File: src/design/fbp_pkg.sv
`timescale 1ns / 1ps
package fbp_pkg;

  localparam int DATA_W        = 8;
  localparam int IDX_W         = 16;
  localparam int SIZE_W        = 31;
  localparam int PSIZE_W       = 14;
  localparam int IN_TDATA_W    = 56;
  localparam int OUT_TUSER_W   = 3;

  localparam logic [PSIZE_W-1:0] PAYLOAD_RESET = 14'd1392;
  localparam logic [PSIZE_W-1:0] PAYLOAD_MAX   = 14'd9000;

  localparam int HDR_BYTES = 8;
  localparam int STEP_W    = $clog2(HDR_BYTES + 1);
  localparam int HSEL_W    = $clog2(HDR_BYTES);

  localparam int FIFO_DEPTH_DEF = 4;

  // One classified item on its way from the front to the back
  typedef struct packed {
    logic [DATA_W-1:0] data_byte;
    logic              need_hdr;
    logic [IDX_W-1:0]  frame_index;
    logic [IDX_W-1:0]  packet_number;
    logic [SIZE_W-1:0] frame_size;
    logic              packet_end;
    logic              frame_end;
  } fbp_entry_t;

  // Big-endian header: frame index, packet number, 32-bit frame size
  function automatic logic [DATA_W-1:0] fbp_hdr_byte(fbp_entry_t e,
                                                     logic [HSEL_W-1:0] sel);
    logic [DATA_W-1:0] b;
    case (sel)
      3'd0:    b = e.frame_index[15:8];
      3'd1:    b = e.frame_index[7:0];
      3'd2:    b = e.packet_number[15:8];
      3'd3:    b = e.packet_number[7:0];
      3'd4:    b = {1'b0, e.frame_size[30:24]};
      3'd5:    b = e.frame_size[23:16];
      3'd6:    b = e.frame_size[15:8];
      3'd7:    b = e.frame_size[7:0];
      default: b = '0;
    endcase
    return b;
  endfunction

endpackage

File: src/design/frame_byte_packetizer_top.sv
`timescale 1ns / 1ps
// A payload byte passes through the queue and the output register; a byte that
// opens a packet first brings its 8 header bytes, one per cycle unless stalled.
// Throughput: one item per cycle in while the queue has room, one output byte
// per cycle out unless stalled; queue and output backpressure absorb the 8
// header bytes of each packet. Reset: clears all frame and packet counters,
// empties the queue and sets payload_size to 1392; no clearing pass is needed.
module frame_byte_packetizer_top #(
  parameter int FIFO_DEPTH = fbp_pkg::FIFO_DEPTH_DEF
) (
  input  logic                                clk_i,
  input  logic                                rst_ni,
  // Input stream, tdata: data_byte [7:0], frame_index [23:8], frame_size [54:24]
  input  logic                                s_axis_tvalid,
  output logic                                s_axis_tready,
  input  logic [fbp_pkg::IN_TDATA_W-1:0]      s_axis_tdata,
  // Output stream, tdata: out_byte [7:0]
  output logic                                m_axis_tvalid,
  input  logic                                m_axis_tready,
  output logic [fbp_pkg::DATA_W-1:0]          m_axis_tdata,
  // tuser: is_header [0], packet_end [1], frame_end [2]; tlast: last_of_run
  output logic [fbp_pkg::OUT_TUSER_W-1:0]     m_axis_tuser,
  output logic                                m_axis_tlast,
  // Configuration write: payload_size
  input  logic                                cfg_valid_i,
  output logic                                cfg_ready_o,
  input  logic [fbp_pkg::PSIZE_W-1:0]         cfg_data_i
);
  import fbp_pkg::*;

  logic [PSIZE_W-1:0] psize_q, psize_d;
  logic               push, full, pop, q_valid;
  fbp_entry_t         entry, head;

  // Take configuration at any time; the user must only write it while idle, which the block does not enforce
  assign cfg_ready_o = 1'b1;

  always_comb begin
    psize_d = psize_q;
    if (cfg_valid_i) begin
      psize_d = cfg_data_i;
    end
  end

  always_ff @(posedge clk_i or negedge rst_ni) begin
    if (!rst_ni) begin
      psize_q <= PAYLOAD_RESET;
    end else begin
      psize_q <= psize_d;
    end
  end

  // Front: sample frame fields, track offsets, classify each item
  fbp_front u_front (
    .clk_i          (clk_i),
    .rst_ni         (rst_ni),
    .in_valid_i     (s_axis_tvalid),
    .in_ready_o     (s_axis_tready),
    .data_byte_i    (s_axis_tdata[7:0]),
    .frame_index_i  (s_axis_tdata[23:8]),
    .frame_size_i   (s_axis_tdata[54:24]),
    .payload_size_i (psize_q),
    .full_i         (full),
    .push_o         (push),
    .entry_o        (entry)
  );

  // Queue: decouple the front from the header expansion
  fbp_fifo #(
    .DEPTH (FIFO_DEPTH)
  ) u_fifo (
    .clk_i   (clk_i),
    .rst_ni  (rst_ni),
    .push_i  (push),
    .entry_i (entry),
    .full_o  (full),
    .pop_i   (pop),
    .valid_o (q_valid),
    .head_o  (head)
  );

  // Back: expand into header and payload bytes through the output register
  fbp_back u_back (
    .clk_i         (clk_i),
    .rst_ni        (rst_ni),
    .valid_i       (q_valid),
    .head_i        (head),
    .pop_o         (pop),
    .m_axis_tvalid (m_axis_tvalid),
    .m_axis_tready (m_axis_tready),
    .m_axis_tdata  (m_axis_tdata),
    .m_axis_tuser  (m_axis_tuser),
    .m_axis_tlast  (m_axis_tlast)
  );

endmodule

File: src/design/fbp_front.sv
`timescale 1ns / 1ps
module fbp_front (
  input  logic                          clk_i,
  input  logic                          rst_ni,
  input  logic                          in_valid_i,
  output logic                          in_ready_o,
  input  logic [fbp_pkg::DATA_W-1:0]    data_byte_i,
  input  logic [fbp_pkg::IDX_W-1:0]     frame_index_i,
  input  logic [fbp_pkg::SIZE_W-1:0]    frame_size_i,
  input  logic [fbp_pkg::PSIZE_W-1:0]   payload_size_i,
  input  logic                          full_i,
  output logic                          push_o,
  output fbp_pkg::fbp_entry_t           entry_o
);
  import fbp_pkg::*;

  logic [SIZE_W-1:0]  offset_q, offset_d;
  logic [PSIZE_W-1:0] fill_q, fill_d;
  logic [IDX_W-1:0]   pnum_q, pnum_d;
  logic [IDX_W-1:0]   hidx_q, hidx_d;
  logic [SIZE_W-1:0]  hsize_q, hsize_d;

  logic               first, drop, accept, fend, pend;
  logic [IDX_W-1:0]   eff_idx, eff_pnum;
  logic [SIZE_W-1:0]  eff_size;
  logic [PSIZE_W-1:0] eff_fill, limit;

  always_comb begin
    if (payload_size_i == '0) begin
      limit = PSIZE_W'(1);
    end else if (payload_size_i > PAYLOAD_MAX) begin
      limit = PAYLOAD_MAX;
    end else begin
      limit = payload_size_i;
    end
  end

  assign first    = (offset_q == '0);
  assign drop     = first && (frame_size_i == '0);
  assign eff_idx  = first ? frame_index_i : hidx_q;
  assign eff_size = first ? frame_size_i  : hsize_q;
  assign eff_fill = first ? '0 : fill_q;
  assign eff_pnum = first ? '0 : pnum_q;

  assign fend = ({1'b0, offset_q} + (SIZE_W+1)'(1)) >= {1'b0, eff_size};
  assign pend = fend || (({1'b0, eff_fill} + (PSIZE_W+1)'(1)) >= {1'b0, limit});

  assign in_ready_o = !full_i;
  assign accept     = in_valid_i && !full_i;
  assign push_o     = accept && !drop;

  always_comb begin
    entry_o.data_byte     = data_byte_i;
    entry_o.need_hdr      = (eff_fill == '0);
    entry_o.frame_index   = eff_idx;
    entry_o.packet_number = eff_pnum;
    entry_o.frame_size    = eff_size;
    entry_o.packet_end    = pend;
    entry_o.frame_end     = fend;
  end

  always_comb begin
    offset_d = offset_q;
    fill_d   = fill_q;
    pnum_d   = pnum_q;
    hidx_d   = hidx_q;
    hsize_d  = hsize_q;
    if (push_o) begin
      hidx_d  = eff_idx;
      hsize_d = eff_size;
      if (fend) begin
        offset_d = '0;
        fill_d   = '0;
        pnum_d   = '0;
      end else begin
        offset_d = offset_q + SIZE_W'(1);
        if (pend) begin
          fill_d = '0;
          pnum_d = eff_pnum + IDX_W'(1);
        end else begin
          fill_d = eff_fill + PSIZE_W'(1);
          pnum_d = eff_pnum;
        end
      end
    end
  end

  always_ff @(posedge clk_i or negedge rst_ni) begin
    if (!rst_ni) begin
      offset_q <= '0;
      fill_q   <= '0;
      pnum_q   <= '0;
      hidx_q   <= '0;
      hsize_q  <= '0;
    end else begin
      offset_q <= offset_d;
      fill_q   <= fill_d;
      pnum_q   <= pnum_d;
      hidx_q   <= hidx_d;
      hsize_q  <= hsize_d;
    end
  end

endmodule

File: src/design/fbp_fifo.sv
`timescale 1ns / 1ps
module fbp_fifo #(
  parameter int DEPTH = fbp_pkg::FIFO_DEPTH_DEF
) (
  input  logic                clk_i,
  input  logic                rst_ni,
  input  logic                push_i,
  input  fbp_pkg::fbp_entry_t entry_i,
  output logic                full_o,
  input  logic                pop_i,
  output logic                valid_o,
  output fbp_pkg::fbp_entry_t head_o
);
  import fbp_pkg::*;

  localparam int PTR_W = (DEPTH > 1) ? $clog2(DEPTH) : 1;
  localparam int CNT_W = $clog2(DEPTH + 1);

  fbp_entry_t         slot_q [DEPTH];
  logic [PTR_W-1:0]   wr_q, wr_d, rd_q, rd_d;
  logic [CNT_W-1:0]   cnt_q, cnt_d;
  logic               do_push, do_pop;

  assign full_o  = (cnt_q == CNT_W'(DEPTH));
  assign valid_o = (cnt_q != '0);
  assign head_o  = slot_q[rd_q];
  assign do_push = push_i && !full_o;
  assign do_pop  = pop_i && valid_o;

  always_comb begin
    wr_d  = wr_q;
    rd_d  = rd_q;
    cnt_d = cnt_q;
    if (do_push) begin
      wr_d = (wr_q == PTR_W'(DEPTH - 1)) ? '0 : wr_q + PTR_W'(1);
    end
    if (do_pop) begin
      rd_d = (rd_q == PTR_W'(DEPTH - 1)) ? '0 : rd_q + PTR_W'(1);
    end
    if (do_push && !do_pop) begin
      cnt_d = cnt_q + CNT_W'(1);
    end else if (do_pop && !do_push) begin
      cnt_d = cnt_q - CNT_W'(1);
    end
  end

  always_ff @(posedge clk_i) begin
    if (do_push) begin
      slot_q[wr_q] <= entry_i;
    end
  end

  always_ff @(posedge clk_i or negedge rst_ni) begin
    if (!rst_ni) begin
      wr_q  <= '0;
      rd_q  <= '0;
      cnt_q <= '0;
    end else begin
      wr_q  <= wr_d;
      rd_q  <= rd_d;
      cnt_q <= cnt_d;
    end
  end

endmodule

File: src/design/fbp_back.sv
`timescale 1ns / 1ps
module fbp_back (
  input  logic                              clk_i,
  input  logic                              rst_ni,
  input  logic                              valid_i,
  input  fbp_pkg::fbp_entry_t               head_i,
  output logic                              pop_o,
  output logic                              m_axis_tvalid,
  input  logic                              m_axis_tready,
  output logic [fbp_pkg::DATA_W-1:0]        m_axis_tdata,
  output logic [fbp_pkg::OUT_TUSER_W-1:0]   m_axis_tuser,
  output logic                              m_axis_tlast
);
  import fbp_pkg::*;

  logic [STEP_W-1:0]      step_q, step_d;
  logic                   tvalid_q, tvalid_d;
  logic [DATA_W-1:0]      tdata_q, tdata_d;
  logic [OUT_TUSER_W-1:0] tuser_q, tuser_d;
  logic                   tlast_q, tlast_d;
  logic                   load, in_hdr;

  // Header bytes come first while the step counter runs below the header length
  assign in_hdr = head_i.need_hdr && (step_q != STEP_W'(HDR_BYTES));
  assign load   = valid_i && (!tvalid_q || m_axis_tready);
  assign pop_o  = load && !in_hdr;

  always_comb begin
    step_d   = step_q;
    tvalid_d = tvalid_q;
    tdata_d  = tdata_q;
    tuser_d  = tuser_q;
    tlast_d  = tlast_q;
    if (load) begin
      step_d   = in_hdr ? step_q + STEP_W'(1) : '0;
      tvalid_d = 1'b1;
      tdata_d  = in_hdr ? fbp_hdr_byte(head_i, step_q[HSEL_W-1:0]) : head_i.data_byte;
      tuser_d  = {head_i.frame_end && !in_hdr, head_i.packet_end && !in_hdr, in_hdr};
      tlast_d  = !in_hdr;
    end else if (m_axis_tready) begin
      tvalid_d = 1'b0;
    end
  end

  always_ff @(posedge clk_i or negedge rst_ni) begin
    if (!rst_ni) begin
      step_q   <= '0;
      tvalid_q <= 1'b0;
    end else begin
      step_q   <= step_d;
      tvalid_q <= tvalid_d;
    end
  end

  always_ff @(posedge clk_i) begin
    tdata_q <= tdata_d;
    tuser_q <= tuser_d;
    tlast_q <= tlast_d;
  end

  assign m_axis_tvalid = tvalid_q;
  assign m_axis_tdata  = tdata_q;
  assign m_axis_tuser  = tuser_q;
  assign m_axis_tlast  = tlast_q;

endmodule

File: config.mk
export PLATFORM = sky130hd
export DESIGN_NAME = frame_byte_packetizer_top
export DESIGN_NICKNAME = d
export VERILOG_FILES = /design/src/design/fbp_pkg.sv /design/src/design/frame_byte_packetizer_top.sv /design/src/design/fbp_front.sv /design/src/design/fbp_fifo.sv /design/src/design/fbp_back.sv
export SDC_FILE = /design/constraint.sdc
export NUM_CORES = 1
export LEC_CHECK = 0
export ABC_AREA = 1
export BUFFER_PORTS_ARGS = -buffer_cell sky130_fd_sc_hd__clkbuf_2
export CAP_MARGIN = 10
export CORE_UTILIZATION = 30
export CTS_BUF_LIST = sky130_fd_sc_hd__clkbuf_4 sky130_fd_sc_hd__clkbuf_8 sky130_fd_sc_hd__clkbuf_16
export CTS_CLUSTER_SIZE = 30
export DETAILED_ROUTE_END_ITERATION = 16
export MAX_ROUTING_LAYER = met4
export PLACE_DENSITY = 0.48
export SLEW_MARGIN = 20
export SYNTH_ARGS = -nofsm -noshare
export SYNTH_HDL_FRONTEND = slang
export SYNTH_SLANG_ARGS = --single-unit
export TNS_END_PERCENT = 5
File: constraint.sdc
create_clock -name clk_i -period 12.6 [get_ports clk_i]
set_input_delay 1.89 -clock clk_i [delete_from_list [all_inputs] [get_ports clk_i]]
set_output_delay 1.89 -clock clk_i [all_outputs]
set_load 0.1 [all_outputs]
==> out/metrics.yaml, run 1 <==
run_status:
  outcome: "finished, final reports clean"
yosys:
  synth_fp_nets: 2223
  yosys_register_bits: 442
  synth_top_family_by_area: "simple AND/OR/NAND/NOR gates"
  synthFlopType: "edfxtp_1"
  syn_area_um2: 21000
  synth_fa_ha_area_frac: 0.0379
  yosysSeqAreaShare: 0.601
  synthSimpleGateAreaFrac: 0.158
  synthXorXnorAreaFrac: 0.0178
  ys_warn_count: 0
  synth.area.mux_share: 0.00268
  avgSynthCellArea_um2: 10.1
  syn-instance-count: 2085
  synth-edff-count: 308
  ys_types: 59
  async_reset_ff_frac: 0.303
  synth_compound_area_frac: 0.119
clock_network:
  cts_tree: "done"
  cts.reportedPaths.clkPinSlew_ns: 0.06
  cts_hold_buf: 0
  cts_htree_levels: 2
  cts_buffers: 48
  clk_latency_ns: 0.62
  clock_sink_count: 442
  cts_resized: 0
  clockBufferDepth: 3
  post_cts_buffers: 0
  root_buffer: "clkbuf_16"
timing:
  slew_headroom: 0.298
  setup_viol: 0
  worst_pin_slew_ns: 1.05
  final.setup.tns_ns: 0
  hold_viol: 0
  max_freq_mhz: 175
  rsz0062_at_grt: "no"
  fin_crit_sh: 0.454
  clock_skew_ns: 0.0466
  post-route-min-period_ns: 5.72
  fin_ws_ns: 6.88
  drv_slew: 0
pwr:
  ir_drop_uv: 163
  pwr-share-seq: 0.350
  clockPowerShare: 0.199
  intPower_w: 0.00402
  p_sw_frac: 0.449
  pwr-share-comb: 0.450
  power_density_nw_per_um2: 305
  power_w: 0.00731
  power.switching_w: 0.00328
  p_leak_nw: 9.84
global_routing:
  use_met2: 0.267
  top_usage_layer: "met2"
  grt_overflow: 0
  grt_pass1_wl_um: 86700
  grt_max_degree: 84
  grt_use_met3: 0.0232
  grt_util_all_layers: 0.164
  first_global_vias: 14500
  grt.met1_usage: 0.213
  grt_antenna_before_repair: 1
critical_path:
  worstPathArrival_ns: 6.21
  r2r_cells: 23
  r2r_slack_ns: 6.88
  crit_required_ns: 13.08
  cp-start-kind: "flip-flop"
  cp_max_fo: 67
  path_class: "reg -> reg"
  endpoint_kind: "flip-flop"
placement:
  pre_cts_ws_ns: 6.86
  io_buffer_count: 87
  gp_congestion: 0.835
  dp_hpwl_um: 36900
floorplan:
  rows: 96
  dieWidth_um: 266
  ios: 90
  fp.dieH_um: 266
  start_util: 0.304
  core_area_um2: 68900
  fp.dieArea_um2: 71000
drt:
  detail_route.wl_per_cell_um: 18.2
  drc: 0
  drt-total-wl_um: 56600
  drtPass1Iterations: 5
  via_per_inst: 4.79
  ant_nets: 0
  vias: 14900
  drt_iter0_drc: 966
min_path:
  holdPathStages: 2
  hold_path.class: "reg -> reg"
layout:
  most-common-layout-cells: "nand2_1, edfxtp_1, nor2_1, o21ai_0, inv_1"
  final_util: 0.348
  fin_nets: 2284
  drive_gt1_frac: 0.121
  synthToLayoutAreaGrowth_pct: 14.3
  regArea_um2: 12600
  multi_input_area_um2: 7080
  fillers: 6903
  final_common_cell: "nand2_1"
run:
  max-cap-violations: 0
==> sequential cells by signal, summed over array words and instances, names as in the netlist <==
register,count
psize_q,14
u_back.m_axis_tdata,8
u_back.m_axis_tlast,1
u_back.m_axis_tuser,3
u_back.m_axis_tvalid,1
u_back.step_q,4
u_fifo.cnt_q,3
u_fifo.rd_q,2
u_fifo.slot_q,296
u_fifo.wr_q,2
u_front.fill_q,14
u_front.hidx_q,16
u_front.hsize_q,31
u_front.offset_q,31
u_front.pnum_q,16
==> power groups by stage <==
stage | sequential, W | clock, W | combinational (W)
after floorplan | 0.00266 | 0 | 0.00217
after global placement | 0.00257 | 0 | 0.00328
after detailed placement | 0.00259 | 0 | 0.00334
after CTS | 0.00256 | 0.00150 | 0.00334
after global routing | 0.00261 | 0.00155 | 0.00367
final | 0.00256 | 0.00146 | 0.00329
==> layer usage <==
metal,vias up,share of wire
li1,7267,-
met4,0,0.024
met1,7245,0.45
met3,62,0.046
met2,338,0.48
met5,-,0
==> cell families (layout without fill, tap and decap cells) <==
family          after synthesis  count (layout)
fa+ha+maj                    63              63
xor+xnor                     41              41
other cells                   1               2
buf+inv                     331             430
mux                           5               5
simple gates                758             758
compound gates              444             444
flops                       442             442
==> final cells by class <==
class                      instances  area share
inverter                         236      0.0372
tap                              931      0.0486
multi-input combinational       1312       0.295
timing repair buffer             106      0.0244
clock inverter                    21      0.0117
clock buffer                      67      0.0568
antenna                            1    0.000104
sequential                       442       0.526
==> Yosys cell counts (3+ instances only) <==
library cell | number | share of area
nand4_1 | 22 | 0.0066
o22ai_1 | 73 | 0.022
edfxtp_1 | 308 | 0.44
a31oi_1 | 3 | 0.00089
dfstp_2 | 5 | 0.0063
nor2_2 | 7 | 0.0021
nor2_8 | 3 | 0.0029
o21ai_1 | 18 | 0.0043
buf_6 | 9 | 0.0048
xor2_1 | 35 | 0.015
nor2_1 | 277 | 0.050
o21a_1 | 6 | 0.0021
dfrtp_1 | 129 | 0.15
inv_1 | 223 | 0.040
ha_1 | 62 | 0.037
nor3_1 | 12 | 0.0029
nand3_2 | 3 | 0.0014
nand2_2 | 6 | 0.0018
buf_2 | 18 | 0.0043
a22o_1 | 5 | 0.0021
o21ai_0 | 240 | 0.057
nor2_4 | 3 | 0.0016
a221oi_1 | 10 | 0.0042
nand2_1 | 311 | 0.056
xnor2_1 | 4 | 0.0017
nand2_4 | 5 | 0.0027
a21oi_1 | 67 | 0.016
inv_2 | 11 | 0.0020
nor4_1 | 15 | 0.0045
mux2_2 | 5 | 0.0027
o22ai_2 | 7 | 0.0042
o221ai_1 | 5 | 0.0021
clkbuf_1 | 63 | 0.011
nand3_1 | 80 | 0.019
==> through the flow <==
step | cells | cell area, µm² | hold slack [ns]
after detailed placement | 3026 | 22300 | 0.469
final | 3116 | 24000 | 0.486
after CTS | 3114 | 24000 | 0.486
after global routing | 3115 | 24000 | 0.497
after floorplan | 2085 | 21000 | 0.449
after global placement | 3026 | 22300 | 0.463
==> final timing paths <==
check | from | endpoint
worst max-delay path | u_front.offset_q[0] | u_front.offset_q[24]
worst min-delay path | u_front.hsize_q[23] | u_front.hsize_q[23]
worst max register to register | u_front.offset_q[0] | u_front.offset_q[24]
worst min register to register | u_front.hsize_q[23] | u_front.hsize_q[23]
max in group asynchronous | rst_ni | u_front.hsize_q[26]
min in group asynchronous | rst_ni | u_front.pnum_q[3]
==> critical path: stages (launching register included) <==
cell and delay (ns):
dfrtp_1 0.43, inv_1 0.15, ha_1 0.19, nand2_1 0.06
nor2_1 0.13, nand2_2 0.09, nor2_2 0.16, nand2_4 0.24
clkinv_2 0.55, buf_4 0.67, nor2_1 0.08, a21oi_1 0.64
ha_1 0.37, a21oi_1 0.14, o21ai_0 0.10, nand2_1 0.07
nand2_1 0.08, nand3_1 0.09, nand2_1 0.07, inv_2 0.09
nand3b_4 0.15, nor2_4 0.72, nand2_1 0.12, o21ai_1 0.13
Note: power is estimated with default switching activity, not from simulation.
==> run 2: changes to the inputs <==
==> constraint.sdc (replaced) <==
create_clock -name clk_i -period 5.6 [get_ports clk_i]
set_input_delay 0.84 -clock clk_i [delete_from_list [all_inputs] [get_ports clk_i]]
set_output_delay 0.84 -clock clk_i [all_outputs]
set_load 0.1 [all_outputs]
==> run 2 against run 1 <==
Critical path depth up 3. Non-clock buffer count up 30. Global-route usage up 0.43 points. Design area increased by 1.1%. Utilization increased by 0.38 points. Hold slack worse by 0.30 ns. Register-to-register slack worse by 5.8 ns. Via count increased by 0.82%. Final cell count grew 0.93%. Sequential share of layout area is 0.57 points lower. Critical path type unchanged.
==> out/metrics.yaml, run 2 (synthesis results as in run 1) <==
global_routing:
  grt_antenna_before_repair: 0  # -1
  first_global_vias: 15000  # +3.8%
  grt_util_all_layers: 0.169  # +0.00430
  grt_overflow: 0  # unchanged
  grt_pass1_wl_um: 88900  # +2.6%
  grt_max_degree: 78  # -7.1%
timing:
  fin_ws_ns: 1.07  # -5.81 ns
  rsz0062_at_grt: "no"
  worst_pin_slew_ns: 1.02  # -0.0345 ns
  drv_slew: 0  # unchanged
  final.setup.tns_ns: 0  # unchanged
  max_freq_mhz: 221  # +26%
  slew_headroom: 0.321  # +0.0222
  fin_crit_sh: 0.809  # +0.354
  setup_viol: 0  # unchanged
  hold_viol: 0  # unchanged
  clock_skew_ns: 0.0406  # -0.00597 ns
  post-route-min-period_ns: 4.53  # -1.19 ns
critical_path:
  endpoint_kind: "flip-flop"
  r2r_slack_ns: 1.07  # -5.81 ns
  worstPathArrival_ns: 5.07  # -1.14 ns
  rr_startpoint: "u_front.offset_q[0]"
  crit_path_frequent_cell: "nand2_1"
  critPathSlowestCell: "dfrtp_1"
  cp_max_fo: 29  # -57%
  max_stage_delay_ns: 0.41  # -0.31 ns
  crit_required_ns: 6.14  # -6.94 ns
  cp-start-kind: "flip-flop"
  cp_top_family: "simple AND/OR/NAND/NOR gates"
  path_class: "reg -> reg"
  r2r_cells: 26  # +13%
  r2r-end: "u_front.fill_q[2]"
  crit_buf_inv: 4  # unchanged
floorplan:
  dieWidth_um: 266  # unchanged
  ios: 90  # unchanged
  rows: 96  # unchanged
  fp.dieArea_um2: 71000  # unchanged
  fp.dieH_um: 266  # unchanged
  start_util: 0.304  # unchanged
  core_area_um2: 68900  # unchanged
clock_network:
  clockBufferDepth: 3  # unchanged
  cts_hold_buf: 0  # unchanged
  cts.reportedPaths.clkPinSlew_ns: 0.06  # about the same
  cts_resized: 0  # unchanged
  cts_htree_levels: 2  # unchanged
  clock_sink_count: 442  # unchanged
  cts_buffers: 48  # unchanged
  cts_tree: "done"
  clk_latency_ns: 0.62  # about the same
  post_cts_buffers: 0  # unchanged
  root_buffer: "clkbuf_16"
layout:
  antenna_cells: 0  # -1
  regMostFlops: "u_fifo.slot_q"
  drive_gt1_frac: 0.133  # +0.0119
  final_common_cell: "nand2_1"
  most-common-layout-cells: "nand2_1, edfxtp_1, nor2_1, o21ai_0, inv_1"
  fin_cells: 3145  # +0.93%
  largestRegisters: "u_fifo.slot_q x296, u_front.hsize_q x31, u_front.offset_q x31"
  fin_nets: 2314  # +1.3%
  largest_reg_flops: 296  # unchanged
  synthToLayoutAreaGrowth_pct: 15.5
pwr:
  ir_drop_uv: 354  # +120%
  p_leak_nw: 9.97  # +1.3%
  power_w: 0.0170  # +130%
  power_density_nw_per_um2: 699  # +130%
drt:
  vias: 15000  # +0.82%
  drt-total-wl_um: 57400  # +1.4%
  drc: 0  # unchanged
  drtPass1Iterations: 5  # unchanged
  drt_iter0_drc: 1168  # +21%
  ant_nets: 0  # unchanged
  via_per_inst: 4.78  # -0.11%
  detail_route.wl_per_cell_um: 18.2  # +0.47%
run:
  max-cap-violations: 0  # unchanged
placement:
  io_buffer_count: 87  # unchanged
  gp_congestion: 0.823  # -1.4%
  placed_cells: 3057  # +1.0%
  dp_hpwl_um: 38400  # +4.0%
  pre_cts_ws_ns: 1.08  # -5.78 ns
run_status:
  outcome: "finished, final reports clean"
min_path:
  hold_path.class: "in -> async"
-- run 2: cell count changes in the layout (fill, tap and decap cells not counted) --
cell and delta:
a31oi_2 +1, clkinv_2 -1, clkbuf_8 +1, inv_6 -1, inv_8 +1, clkinv_4 +1
bufinv_16 +1, buf_4 +29, buf_12 +1, clkbuf_4 -8, diode_2 -1, a31oi_4 -1
clkinvlp_4 +6
-- run 2: routing by layer --
metal  vias to the layer above  global-route usage  wire length (µm)
li1                       7335                   -                 -
met1                      7336               0.213             25400
met2                       282               0.272             27300
met3                        81              0.0315              2940
met4                         0              0.0545              1710
met5                         -                   -                 0
-- run 2: worst max-delay path by stage --
stage	startpoint	depth (start not counted)	slack, ns	endpoint
after floorplan	u_fifo.cnt_q[1]	6	0.20	u_fifo.slot_q[0][0]
after global placement	u_front.offset_q[0]	26	1.10	u_front.fill_q[2]
after detailed placement	u_front.offset_q[0]	27	1.08	u_front.fill_q[2]
final	u_front.offset_q[0]	26	1.07	u_front.fill_q[2]
after global routing	u_front.offset_q[0]	27	0.71	u_front.fill_q[0]
after CTS	u_front.offset_q[0]	27	1.06	u_front.fill_q[2]
-- run 2: per-stage QoR --
| step | area, µm² | utilization | hold slack, ns |
|---|---|---|---|
| 2_1_floorplan | 21000 | - | 0.449 |
| 3_3_place_gp | 22600 | 0.327 | 0.464 |
| 3_5_place_dp | 22600 | 0.327 | 0.467 |
| 4_1_cts | 24200 | 0.352 | 0.186 |
| 5_1_grt | 24200 | 0.352 | 0.201 |
| 6_report | 24200 | 0.352 | 0.185 |
-- run 2: cell type report --
class                           count  area (µm²)
Timing Repair Buffer              136         822
Clock buffer                       60        1320
Multi-Input combinational cell   1312        7070
Clock inverter                     28         363
Tap cell                          931        1160
Fill cell                        6955       44700
Sequential cell                   442       12600
Inverter                          236         892
-- run 2: power breakdown --
part           total [W]  switching [W]  internal (W)
registers        0.00568       0.000396       0.00529
logic            0.00793        0.00577       0.00216
clock network    0.00334        0.00138       0.00196
total             0.0170        0.00754       0.00941
